$ cat src/rtl/fixed_sine_cosine_lut_interp_assert.svh
// Assertion macros for the sine/cosine interpolator.
`ifndef FIXED_SINE_COSINE_LUT_INTERP_ASSERT_SVH
`define FIXED_SINE_COSINE_LUT_INTERP_ASSERT_SVH

// Same-cycle implication, checked out of reset.
`define FSC_ASSERT_NOW(label, clk, rst_n, cond, prop, msg) \
    label: assert property (@(posedge clk) disable iff (!rst_n) (cond) |-> (prop)) \
        else $error(msg);

// Next-cycle implication, checked out of reset.
`define FSC_ASSERT_NEXT(label, clk, rst_n, cond, prop, msg) \
    label: assert property (@(posedge clk) disable iff (!rst_n) (cond) |=> (prop)) \
        else $error(msg);

`endif

$ cat src/rtl/fsc_pkg.sv
// Shared types, constants and the quarter-wave ROM generator.
package fsc_pkg;

    // Field widths
    localparam int ANGLE_W = 16;
    localparam int VALUE_W = 10;
    localparam int ENTRY_W = 9;
    localparam int TDATA_IN_W  = 16;
    localparam int TDATA_OUT_W = 16;

    // Kind codes
    typedef enum logic {
        KIND_SINE   = 1'b0,
        KIND_COSINE = 1'b1
    } kind_t;

    // Q30 constants for the ROM polynomial
    localparam longint unsigned Q30_ONE     = 64'd1 << 30;
    localparam longint unsigned PI_HALF_Q30 = 64'd1686629713;
    localparam longint unsigned B_Q30 = (Q30_ONE * 64'd166592) / 64'd1000000
                                      + (Q30_ONE * 64'd452584) / 64'd1000000000000;

    // Entry i of the quarter-wave table, trunc(256*sin(t)) via a fifth-order polynomial
    function automatic logic [ENTRY_W-1:0] rom_entry(input int unsigned idx,
                                                     input int unsigned idx_bits);
        longint unsigned t;
        longint unsigned s;
        longint unsigned as_term;
        longint unsigned v;
        longint unsigned u;
        longint unsigned p;
        longint unsigned sq;
        t       = (64'(idx) * PI_HALF_Q30) >> idx_bits;
        s       = (t * t) >> 30;
        as_term = (s * 64'd8091) / 64'd1000000
                + (s * 64'd67377688) / 64'd100000000000000;
        v       = B_Q30 - as_term;
        u       = (s * v) >> 30;
        p       = Q30_ONE - u;
        sq      = (t * p) >> 30;
        return ENTRY_W'((sq * 64'd256) >> 30);
    endfunction

endpackage

$ cat src/rtl/fsc_fold.sv
// Angle folding: cosine offset, sign, quadrant and mirrored fraction.
module fsc_fold #(
    parameter int FRACTION_BITS = 8
) (
    input  fsc_pkg::kind_t                      kind,
    input  logic signed [fsc_pkg::ANGLE_W-1:0]  angle,
    output logic                                neg,
    output logic [FRACTION_BITS:0]              frac
);
    import fsc_pkg::*;

    localparam int X_W = ANGLE_W + 1;
    localparam logic signed [X_W-1:0] QUAD_UNITS = X_W'(1 << FRACTION_BITS);
    localparam logic [FRACTION_BITS:0] FULL_FRAC = (FRACTION_BITS + 1)'(1 << FRACTION_BITS);

    logic signed [X_W-1:0] x;
    logic        [X_W-1:0] mag;
    logic [FRACTION_BITS:0] frac_raw;

    // Cosine is the sine of one quadrant minus the angle, at full width
    assign x = (kind == KIND_COSINE) ? (QUAD_UNITS - X_W'(angle)) : X_W'(angle);

    // Sign and magnitude
    assign mag = x[X_W-1] ? X_W'(-x) : X_W'(x);

    // Odd quadrants mirror, quadrants two and three flip the sign
    assign frac_raw = {1'b0, mag[FRACTION_BITS-1:0]};
    assign frac = mag[FRACTION_BITS] ? (FULL_FRAC - frac_raw) : frac_raw;
    assign neg  = x[X_W-1] ^ mag[FRACTION_BITS+1];

endmodule

$ cat src/rtl/fsc_quarter_lut.sv
// Quarter-wave ROM lookup with linear interpolation between neighbor entries.
module fsc_quarter_lut #(
    parameter int TABLE_INDEX_BITS = 4,
    parameter int FRACTION_BITS    = 8
) (
    input  logic [FRACTION_BITS:0]          frac,
    output logic [fsc_pkg::ENTRY_W-1:0]     mag
);
    import fsc_pkg::*;

    localparam int BS        = (FRACTION_BITS > TABLE_INDEX_BITS) ?
                               FRACTION_BITS - TABLE_INDEX_BITS : 0;
    localparam int US        = (TABLE_INDEX_BITS > FRACTION_BITS) ?
                               TABLE_INDEX_BITS - FRACTION_BITS : 0;
    localparam int IDX_W     = TABLE_INDEX_BITS + 1;
    localparam int ROM_DEPTH = (1 << TABLE_INDEX_BITS) + 1;
    localparam int WIDE_W    = FRACTION_BITS + US + 1;
    localparam int OFF_W     = (BS > 0) ? BS : 1;
    localparam int SUM_W     = ENTRY_W + OFF_W + 2;
    localparam logic [IDX_W-1:0]  IDX_LAST = IDX_W'(1 << TABLE_INDEX_BITS);
    localparam logic [OFF_W:0]    BIN      = (OFF_W + 1)'(1 << BS);

    logic [ENTRY_W-1:0] rom [0:ROM_DEPTH-1];
    logic [WIDE_W-1:0]  idx_wide;
    logic [IDX_W-1:0]   idx_lo;
    logic [IDX_W-1:0]   idx_hi;
    logic [OFF_W-1:0]   off;
    logic [OFF_W:0]     w_lo;
    logic [SUM_W-1:0]   sum;

    // Constant table, one entry per index
    for (genvar g = 0; g < ROM_DEPTH; g++) begin : g_rom
        assign rom[g] = rom_entry(g, TABLE_INDEX_BITS);
    end

    // Table index from the upper fraction bits, held at the last entry
    assign idx_wide = (WIDE_W'(frac) >> BS) << US;
    assign idx_lo   = (idx_wide > WIDE_W'(IDX_LAST)) ? IDX_LAST : idx_wide[IDX_W-1:0];
    assign idx_hi   = (idx_lo == IDX_LAST) ? IDX_LAST : idx_lo + IDX_W'(1);

    // Offset inside the bin, zero when there is no interpolation
    assign off  = (BS > 0) ? frac[OFF_W-1:0] : '0;
    assign w_lo = BIN - (OFF_W + 1)'(off);

    // Weighted sum of the two neighbors, truncated by the bin width
    assign sum = SUM_W'(off) * SUM_W'(rom[idx_hi]) + SUM_W'(w_lo) * SUM_W'(rom[idx_lo]);
    assign mag = (off == '0) ? rom[idx_lo] : ENTRY_W'(sum >> BS);

endmodule

$ cat src/rtl/fixed_sine_cosine_lut_interp.sv
// Top level of the streaming sine/cosine interpolator.
// Sine or cosine of a signed angle (4 * 2^FRACTION_BITS units per turn, 1024 at the
// default) as signed Q8 in m_tdata[9:0], 256 meaning one. s_tuser selects the
// function (0 sine, 1 cosine). Each item is registered in the input register and
// then moves to the result register unless a waiting result is stalled; its result is
// offered on m_tvalid from the result register and is taken while m_tready is high.
// One item is taken per clock while the output side keeps up; the only
// stall is a waiting result while the input register also holds an item. The fold,
// constant-table read and two-tap interpolation sit between those two registers.
`include "fixed_sine_cosine_lut_interp_assert.svh"

module fixed_sine_cosine_lut_interp #(
    parameter int TABLE_INDEX_BITS = 4,
    parameter int FRACTION_BITS    = 8
) (
    input  logic                                aclk,
    input  logic                                aresetn,
    input  logic                                s_tvalid,
    output logic                                s_tready,
    input  logic [fsc_pkg::TDATA_IN_W-1:0]      s_tdata,   // [15:0] angle
    input  logic                                s_tuser,   // [0] kind
    output logic                                m_tvalid,
    input  logic                                m_tready,
    output logic [fsc_pkg::TDATA_OUT_W-1:0]     m_tdata    // [9:0] value, [15:10] zero
);
    import fsc_pkg::*;

    logic                        in_valid_reg, in_valid_next;
    kind_t                       in_kind_reg;
    logic signed [ANGLE_W-1:0]   in_angle_reg;
    logic                        out_valid_reg, out_valid_next;
    logic signed [VALUE_W-1:0]   out_value_reg;
    logic                        stall;
    logic                        take;
    logic                        neg;
    logic [FRACTION_BITS:0]      frac;
    logic [ENTRY_W-1:0]          mag;
    logic signed [VALUE_W-1:0]   value;

    // Handshake: the pipe halts only while a result waits downstream
    assign stall    = out_valid_reg && !m_tready;
    assign s_tready = !in_valid_reg || !stall;
    assign take     = s_tvalid && s_tready;

    always_comb begin
        in_valid_next  = in_valid_reg;
        out_valid_next = out_valid_reg;
        if (!stall) begin
            out_valid_next = in_valid_reg;
            in_valid_next  = take;
        end else if (take) begin
            in_valid_next = 1'b1;
        end
    end

    // Control registers
    always_ff @(posedge aclk) begin
        if (!aresetn) begin
            in_valid_reg  <= 1'b0;
            out_valid_reg <= 1'b0;
        end else begin
            in_valid_reg  <= in_valid_next;
            out_valid_reg <= out_valid_next;
        end
    end

    // Input item register
    always_ff @(posedge aclk) begin
        if (take) begin
            in_kind_reg  <= kind_t'(s_tuser);
            in_angle_reg <= $signed(s_tdata[ANGLE_W-1:0]);
        end
    end

    fsc_fold #(
        .FRACTION_BITS(FRACTION_BITS)
    ) u_fold (
        .kind (in_kind_reg),
        .angle(in_angle_reg),
        .neg  (neg),
        .frac (frac)
    );

    fsc_quarter_lut #(
        .TABLE_INDEX_BITS(TABLE_INDEX_BITS),
        .FRACTION_BITS   (FRACTION_BITS)
    ) u_lut (
        .frac(frac),
        .mag (mag)
    );

    // Apply the sign; a negative zero stays zero
    assign value = neg ? -$signed(VALUE_W'(mag)) : $signed(VALUE_W'(mag));

    // Result register
    always_ff @(posedge aclk) begin
        if (!stall && in_valid_reg) begin
            out_value_reg <= value;
        end
    end

    assign m_tvalid = out_valid_reg;
    assign m_tdata  = TDATA_OUT_W'($unsigned(out_value_reg));

    // Checks
    `FSC_ASSERT_NEXT(a_hold_in_item, aclk, aresetn, in_valid_reg && stall, in_valid_reg && $stable(in_angle_reg), "input item lost during stall")
    `FSC_ASSERT_NOW(a_ready_when_empty, aclk, aresetn, !in_valid_reg, s_tready, "not ready with empty input register")
    `FSC_ASSERT_NOW(a_value_range, aclk, aresetn, m_tvalid, ($signed(m_tdata[9:0]) <= 10'sd256) && ($signed(m_tdata[9:0]) >= -10'sd256), "result outside Q8 range")
    `FSC_ASSERT_NEXT(a_result_follows, aclk, aresetn, in_valid_reg && !stall, m_tvalid, "result register missed an item")

endmodule

$ cat config.mk
export PLATFORM = sky130hd
export DESIGN_NAME = fixed_sine_cosine_lut_interp
export DESIGN_NICKNAME = d
export VERILOG_FILES = /design/src/rtl/fsc_pkg.sv /design/src/rtl/fsc_fold.sv /design/src/rtl/fsc_quarter_lut.sv /design/src/rtl/fixed_sine_cosine_lut_interp.sv
export VERILOG_INCLUDE_DIRS = /design/src /design/src/rtl
export SDC_FILE = /design/constraint.sdc
export NUM_CORES = 1
export LEC_CHECK = 0
export BUFFER_PORTS_ARGS = -buffer_cell sky130_fd_sc_hd__buf_2
export CORE_MARGIN = 10
export CORE_UTILIZATION = 25
export CTS_CLUSTER_DIAMETER = 30
export DETAILED_ROUTE_END_ITERATION = 7
export PLACE_DENSITY = 0.37
export SLEW_MARGIN = 25
export SYNTH_ARGS = -nofsm -noshare
export SYNTH_HDL_FRONTEND = slang
export SYNTH_SLANG_ARGS = --single-unit
$ cat constraint.sdc
create_clock -name aclk -period 22.5 [get_ports aclk]
set_clock_uncertainty 0.2 [all_clocks]
set_input_delay 4.5 -clock aclk [delete_from_list [all_inputs] [get_ports aclk]]
set_output_delay 4.5 -clock aclk [all_outputs]
set_load 0.005 [all_outputs]
; ---- Word-level counts from Yosys, hierarchy flattened
; Memory sizes are Yosys's and may differ from the RTL's.
; Index checks and enable logic that the tools add are counted.
[totals]
reg_bits = 29
latch_bits = 0
mem_bits_rw = 0
mem_bits_ro = 576
inputBits = 21
wordCells = 46
mem_count = 2
[classes]
n_addsub = 7
n_mul = 2
n_div = 0
n_lt_le_gt_ge = 3
eq_ne = 2
shift = 0
muxes = 13
bitwise = 3
n_reduce_logical = 8
[mem_list]
columns = memory, words, word_bits, read_ports, rd_clocked_by_memory_dff, write_ports, line
row1 = (no name shown), 32, 9, 1, 0, 0, fsc_quarter_lut.sv:46  ; assign sum = SUM_W'(off) * SUM_W'(rom[idx_hi]) + SUM_W'(w_lo) * SUM_W'(rom[idx_lo]);
row2 = (no name shown), 32, 9, 1, 0, 0, fsc_quarter_lut.sv:46
[op_table]
columns = cell, n
row1 = 9-bit two-way mux, 7
row2 = 17-bit two-way mux, 1
row3 = 10-bit by 16-bit subtractor with 17-bit output (first input constant), 1
row4 = 13-bit adder, 1
row5 = 4-bit by 9-bit multiplier with 13-bit output, 1
row6 = 5-bit by 9-bit multiplier with 13-bit output, 1
row7 = 6-bit >= comparator (second input constant), 2
row8 = 5-bit NOT with 6-bit output, 2
row9 = 10-bit two-way mux, 1
row10 = 5-bit two-way mux, 2
row11 = 10-bit negation, 1
row12 = 9-bit negation with 10-bit output, 1
row13 = 9-bit by 8-bit subtractor with 9-bit output (first input constant), 1
row14 = 5-bit by 1-bit adder with 5-bit output (second input constant), 1
row15 = 5-bit == test (second input constant), 1
row16 = 5-bit > comparator (second input constant), 1
row17 = 5-bit by 4-bit subtractor with 5-bit output (first input constant), 1
row18 = 4-bit logical NOT, 1
row19 = 1-bit logical AND, 3
row20 = 1-bit logical NOT, 3
row21 = 1-bit two-way mux, 2
row22 = 2-bit by 1-bit inequality test with 1-bit output (second input constant), 1
row23 = 1-bit logical OR, 1
row24 = 1-bit bitwise XOR, 1

; ---- Depth between registers and ports, before layout
[logic_depth]
depth_word = 19
depth_mapped = 41

; ---- Modules after synthesis
; Synthesis repeated with hierarchy kept, for this count alone.
[hier_totals]
hier_cells = 633
hier_area_um2 = 5450.2
[by_module_without_submodules]
columns = mod, instances, cells_each, area_each_um2, seq_area_each_um2
row1 = fsc_quarter_lut, 1, 427, 3345.7, 0.0
row2 = fixed_sine_cosine_lut_interp, 1, 67, 1118.6, 850.8
row3 = fsc_fold, 1, 139, 985.9, 0.0

; ---- Worst setup path before layout
; No wires, ideal clock.
[synth_timing]
kind = reg2reg
start = register in_angle_reg[0]
end = register out_value_reg[8] (data pin)
arrival_ps = 9160
setup_slack_ps = 12875
stages_incl_launch_ff = 39
period_less_slack_ps = 9625
path_cell_list = edfxtp_1 buf_2 clkinv_1 ha_1 buf_2 or4b_4 o211ai_2 nand2_1 a211o_1 a21oi_2 nand3_1 and2_1 ha_1 xnor2_1 xor2_1 a311o_1 a31oi_1 or2_2 [... 3 more ...] inv_1 fa_1 fa_1 inv_1 fa_1 inv_1 ha_1 clkbuf_1 a21oi_1 nor2b_1 o21ai_0 nand2_1 or2_2 or3_1 a31oi_2 and4_1 a31oi_2 xnor2_1
[synth_between]
elab_chain_cells = 19
[synth_rtl]
columns = element, line
row1 = from (decl), fixed_sine_cosine_lut_interp.sv:30  ; logic signed [ANGLE_W-1:0] in_angle_reg;
row2 = from (signal assigned), fixed_sine_cosine_lut_interp.sv:71  ; in_angle_reg <= $signed(s_tdata[ANGLE_W-1:0]);
row3 = 10-bit by 16-bit subtractor with 17-bit output, fsc_fold.sv:21  ; assign x = (kind == KIND_COSINE) ? (QUAD_UNITS - X_W'(angle)) : X_W'(angle);
row4 = 17-bit two-way mux (*), fsc_fold.sv:21
row5 = 10-bit negation, fsc_fold.sv:24  ; assign mag = x[X_W-1] ? X_W'(-x) : X_W'(x);
row6 = 10-bit two-way mux, fsc_fold.sv:24
row7 = 9-bit by 8-bit subtractor with 9-bit output, fsc_fold.sv:28  ; assign frac = mag[FRACTION_BITS] ? (FULL_FRAC - frac_raw) : frac_raw;
row8 = 9-bit two-way mux, fsc_fold.sv:28
row9 = 5-bit > comparator, fsc_quarter_lut.sv:38  ; assign idx_lo = (idx_wide > WIDE_W'(IDX_LAST)) ? IDX_LAST : idx_wide[IDX_W-1:0];
row10 = 5-bit two-way mux, fsc_quarter_lut.sv:38
row11 = [... 3 more ...], -
row12 = memory read 32 x 9 bit, -
row13 = 9-bit two-way mux (not written as such) (2 in series), fsc_quarter_lut.sv:46
row14 = 4-bit by 9-bit multiplier with 13-bit output, fsc_quarter_lut.sv:46
row15 = 13-bit adder, fsc_quarter_lut.sv:46
row16 = 9-bit two-way mux, fsc_quarter_lut.sv:47  ; assign mag = (off == '0) ? rom[idx_lo] : ENTRY_W'(sum >> BS);
row17 = 9-bit negation with 10-bit output, fixed_sine_cosine_lut_interp.sv:93  ; assign value = neg ? -$signed(VALUE_W'(mag)) : $signed(VALUE_W'(mag));
row18 = 9-bit two-way mux (*), fixed_sine_cosine_lut_interp.sv:93
row19 = net value[8], fixed_sine_cosine_lut_interp.sv:38  ; logic signed [VALUE_W-1:0] value;
row20 = to (signal assigned), fixed_sine_cosine_lut_interp.sv:98  ; out_value_reg <= value;
row21 = to (decl), fixed_sine_cosine_lut_interp.sv:32  ; logic signed [VALUE_W-1:0] out_value_reg;
; The timed path passes the listed nets; every way through them passes the cells marked *. The select of a mux whose other input is x is not followed.
; A chain may end at the register's enable or synchronous reset.

; ---- Worst setup path in the final report
; Ends and elaborated chain as after synthesis.

==> impl_metrics.py <==
metrics = {
    "status": {
        "status": "finished, final reports clean",
    },
    "clocking": {
        "postCtsHoldBufs": 0,
        "cts_buffer_depth": 2,
        "clk_latency_ns": 0.27,
        "cts_buffers": 5,
        "cts-root-buf": "clkbuf_16",
        "clk_pin_slew_ns": 0.05,
        "clock_sinks": 29,
        "cts_tree": "yes",
        "htreeDepth": 2,
        "post_cts_buffers": 0,
        "ctsResizeCount": 0,
    },
    "route": {
        "dr.pass1.iters": 5,
        "wl_per_cell_um": 17.4,
        "ant_nets": 0,
        "via_count": 4957,
        "vias_per_cell": 5.04,
        "drtIter0Drc": 311,
        "drc": 0,
        "drt-total-wl_um": 17200,
    },
    "yosys": {
        "synth_compound_area_frac": 0.201,
        "ys_seq_area_frac": 0.148,
        "netlist.area_leader.share": 0.188,
        "synth_edf_count": 27,
        "netlist_top_cells_area": "fa_1, edfxtp_1, ha_1",
        "synth-xor-area-share": 0.0574,
        "synth.most_common_cell": "inv_1",
        "synthMuxAreaShare": 0.0252,
        "ys_top_cells_by_count": "inv_1, nor2_1, nand2_1",
        "avgSynthCellArea_sq_um": 8.53,
        "synthArstFlopShare": 0,
        "yosysUniqueCellTypes": 95,
        "netlist_instances": 675,
        "synth_top_area_cell": "fa_1",
        "synth_area_sq_um": 5760,
        "synth_seq_cells": 29,
        "synth_top_family_by_area": "adder cells",
        "ys.flop_type": "edfxtp_1",
        "synth-simple-area-share": 0.230,
        "synthAdderAreaFrac": 0.255,
        "yosysWarnings": 0,
    },
    "sta": {
        "hold_viol_final": 0,
        "final_max_slew_viol_count": 0,
        "finalCritPeriodShare": 0.504,
        "clock.fmax_mhz": 88.1,
        "setup_viol": 0,
        "setup-tns-final_ns": 0,
        "rsz0062_at_grt": "false",
        "max-slew-margin-rel": 0.376,
        "tightest_slew_ns": 0.934,
        "period_minus_slack_ns": 11.35,
        "fin_ws_ns": 11.15,
    },
    "final_layout": {
        "largest_reg_flops": 16,
        "syn2layout_area_growth_pct": 9.85,
        "area.sequential_sq_um": 851,
        "antenna_cells": 0,
        "multiInputGateArea_sq_um": 4460,
        "drive_gt1_frac": 0.120,
        "fillers": 2413,
        "fin_nets": 803,
    },
    "die": {
        "core-area_sq_um": 22600,
        "die_h_um": 172,
        "num_rows": 55,
        "initial_core_util": 0.254,
        "die_area_sq_um": 29500,
        "io_pins": 39,
        "die_width_um": 172,
    },
    "setup_path": {
        "critPathRequiredTime_ns": 22.31,
        "worstPathArrival_ns": 11.16,
        "cp-start-kind": "register",
        "crit_path_end_kind": "register",
        "critical_path_peak_fanout": 21,
        "slowest_stage": "edfxtp_1",
        "path_common_cell": "fa_1",
        "slowest_delay_ns": 0.79,
        "setup.worst_path.class": "register to register",
    },
    "place": {
        "hpwl_um": 14400,
        "io_buffer_count": 32,
        "place_congestion": 0.878,
        "dpl_worst_slack_ns": 11.25,
    },
    "flow_run": {
        "maxCapViolCount": 0,
    },
    "global_routing": {
        "grt_max_degree": 22,
        "grt_pass1_wl_um": 28100,
        "grt_pass1_vias": 5170,
        "grt_overflow": 0,
        "antenna_found_initial": 0,
        "grt_usage": 0.119,
    },
    "worst_hold_path": {
        "hold_path_class": "register to register",
    },
}
-- through the flow --
| step | std cells | cell area, sq um | hold WS (ns) | util |
|---|---|---|---|---|
| global route | 983 | 6320 | 0.368 | 0.279 |
| global placement | 975 | 6170 | 0.304 | 0.273 |
| CTS | 983 | 6320 | 0.329 | 0.279 |
| detailed placement | 975 | 6170 | 0.311 | 0.273 |
| floorplan | 680 | 5780 | 0.277 | - |
| finish | 983 | 6320 | 0.321 | 0.279 |
-- metal layers --
metal | routed length, um | global-route usage | up-vias
met2 | 8190 | 0.200 | 116
li1 | - | - | 2410
met3 | 797 | 0.0179 | 10
met4 | 185 | 0.0251 | 0
met1 | 7970 | 0.158 | 2421
met5 | 0 | 0 | -
-- final cells by class --
type	count	share of cell area
Multi-Input combinational cell	539	0.705
Sequential cell	29	0.135
Tap cell	285	0.0564
Inverter	86	0.0510
Timing Repair Buffer	36	0.0301
Clock buffer	8	0.0231
-- final timing paths --
check / startpoint / end / slack (ns) / cells after the start
worst max-delay path: in_angle_reg[0]$_DFFE_PP_ / out_value_reg[8]$_DFFE_PP_ / 11.15 / 35
worst min-delay path: in_valid_reg$_SDFFE_PN0P_ / m_tvalid$_SDFFE_PN0N_ / 0.32 / 1
worst max register to register: in_angle_reg[0]$_DFFE_PP_ / out_value_reg[8]$_DFFE_PP_ / 11.15 / 35
worst min register to register: in_valid_reg$_SDFFE_PN0P_ / m_tvalid$_SDFFE_PN0N_ / 0.32 / 1
-- logic make-up after synthesis --
logic type                 Yosys count
AOI/OAI and AO/OA                  148
xor gates and xnor gates            33
adders and majority gates           85
buffers and inverters              112
DFF                                 29
muxes                               12
other                                1
and+or+nand+nor                    255
-- layout by cell type (no fill, tap or decap), drive strengths merged, types with 8 or more instances in the layout --
| cell | synthesis | layout |
|---|---|---|
| inv | 85 | 85 |
| nor2 | 66 | 66 |
| nand2 | 58 | 58 |
| fa | 54 | 54 |
| buf | 16 | 36 |
| ha | 31 | 31 |
| a21oi | 28 | 28 |
| edfxtp | 27 | 27 |
| o21ai | 23 | 23 |
| xnor2 | 22 | 22 |
| and2 | 20 | 20 |
| nand3 | 19 | 19 |
| nor2b | 15 | 15 |
| nor3 | 13 | 13 |
| and3 | 12 | 12 |
| nand2b | 11 | 11 |
| xor2 | 11 | 11 |
| o211ai | 11 | 11 |
| a31oi | 9 | 9 |
| a211oi | 8 | 8 |
| clkbuf | 10 | 8 |
-- worst max-delay path, delay by kind of cell, from the launching register on --
family / cells / cell delay (ns)
AND/OR/NAND/NOR: 11 / 3.29
adder cells (fa/ha/maj): 7 / 2.98
AO/OA/AOI/OAI: 11 / 2.44
flip-flops: 1 / 0.79
XOR/XNOR: 3 / 0.79
buffers and inverters: 3 / 0.58
Power is left out: the tool's default activity adds up to more than one toggle a clock period on the data nets, which glitch-free logic cannot reach.
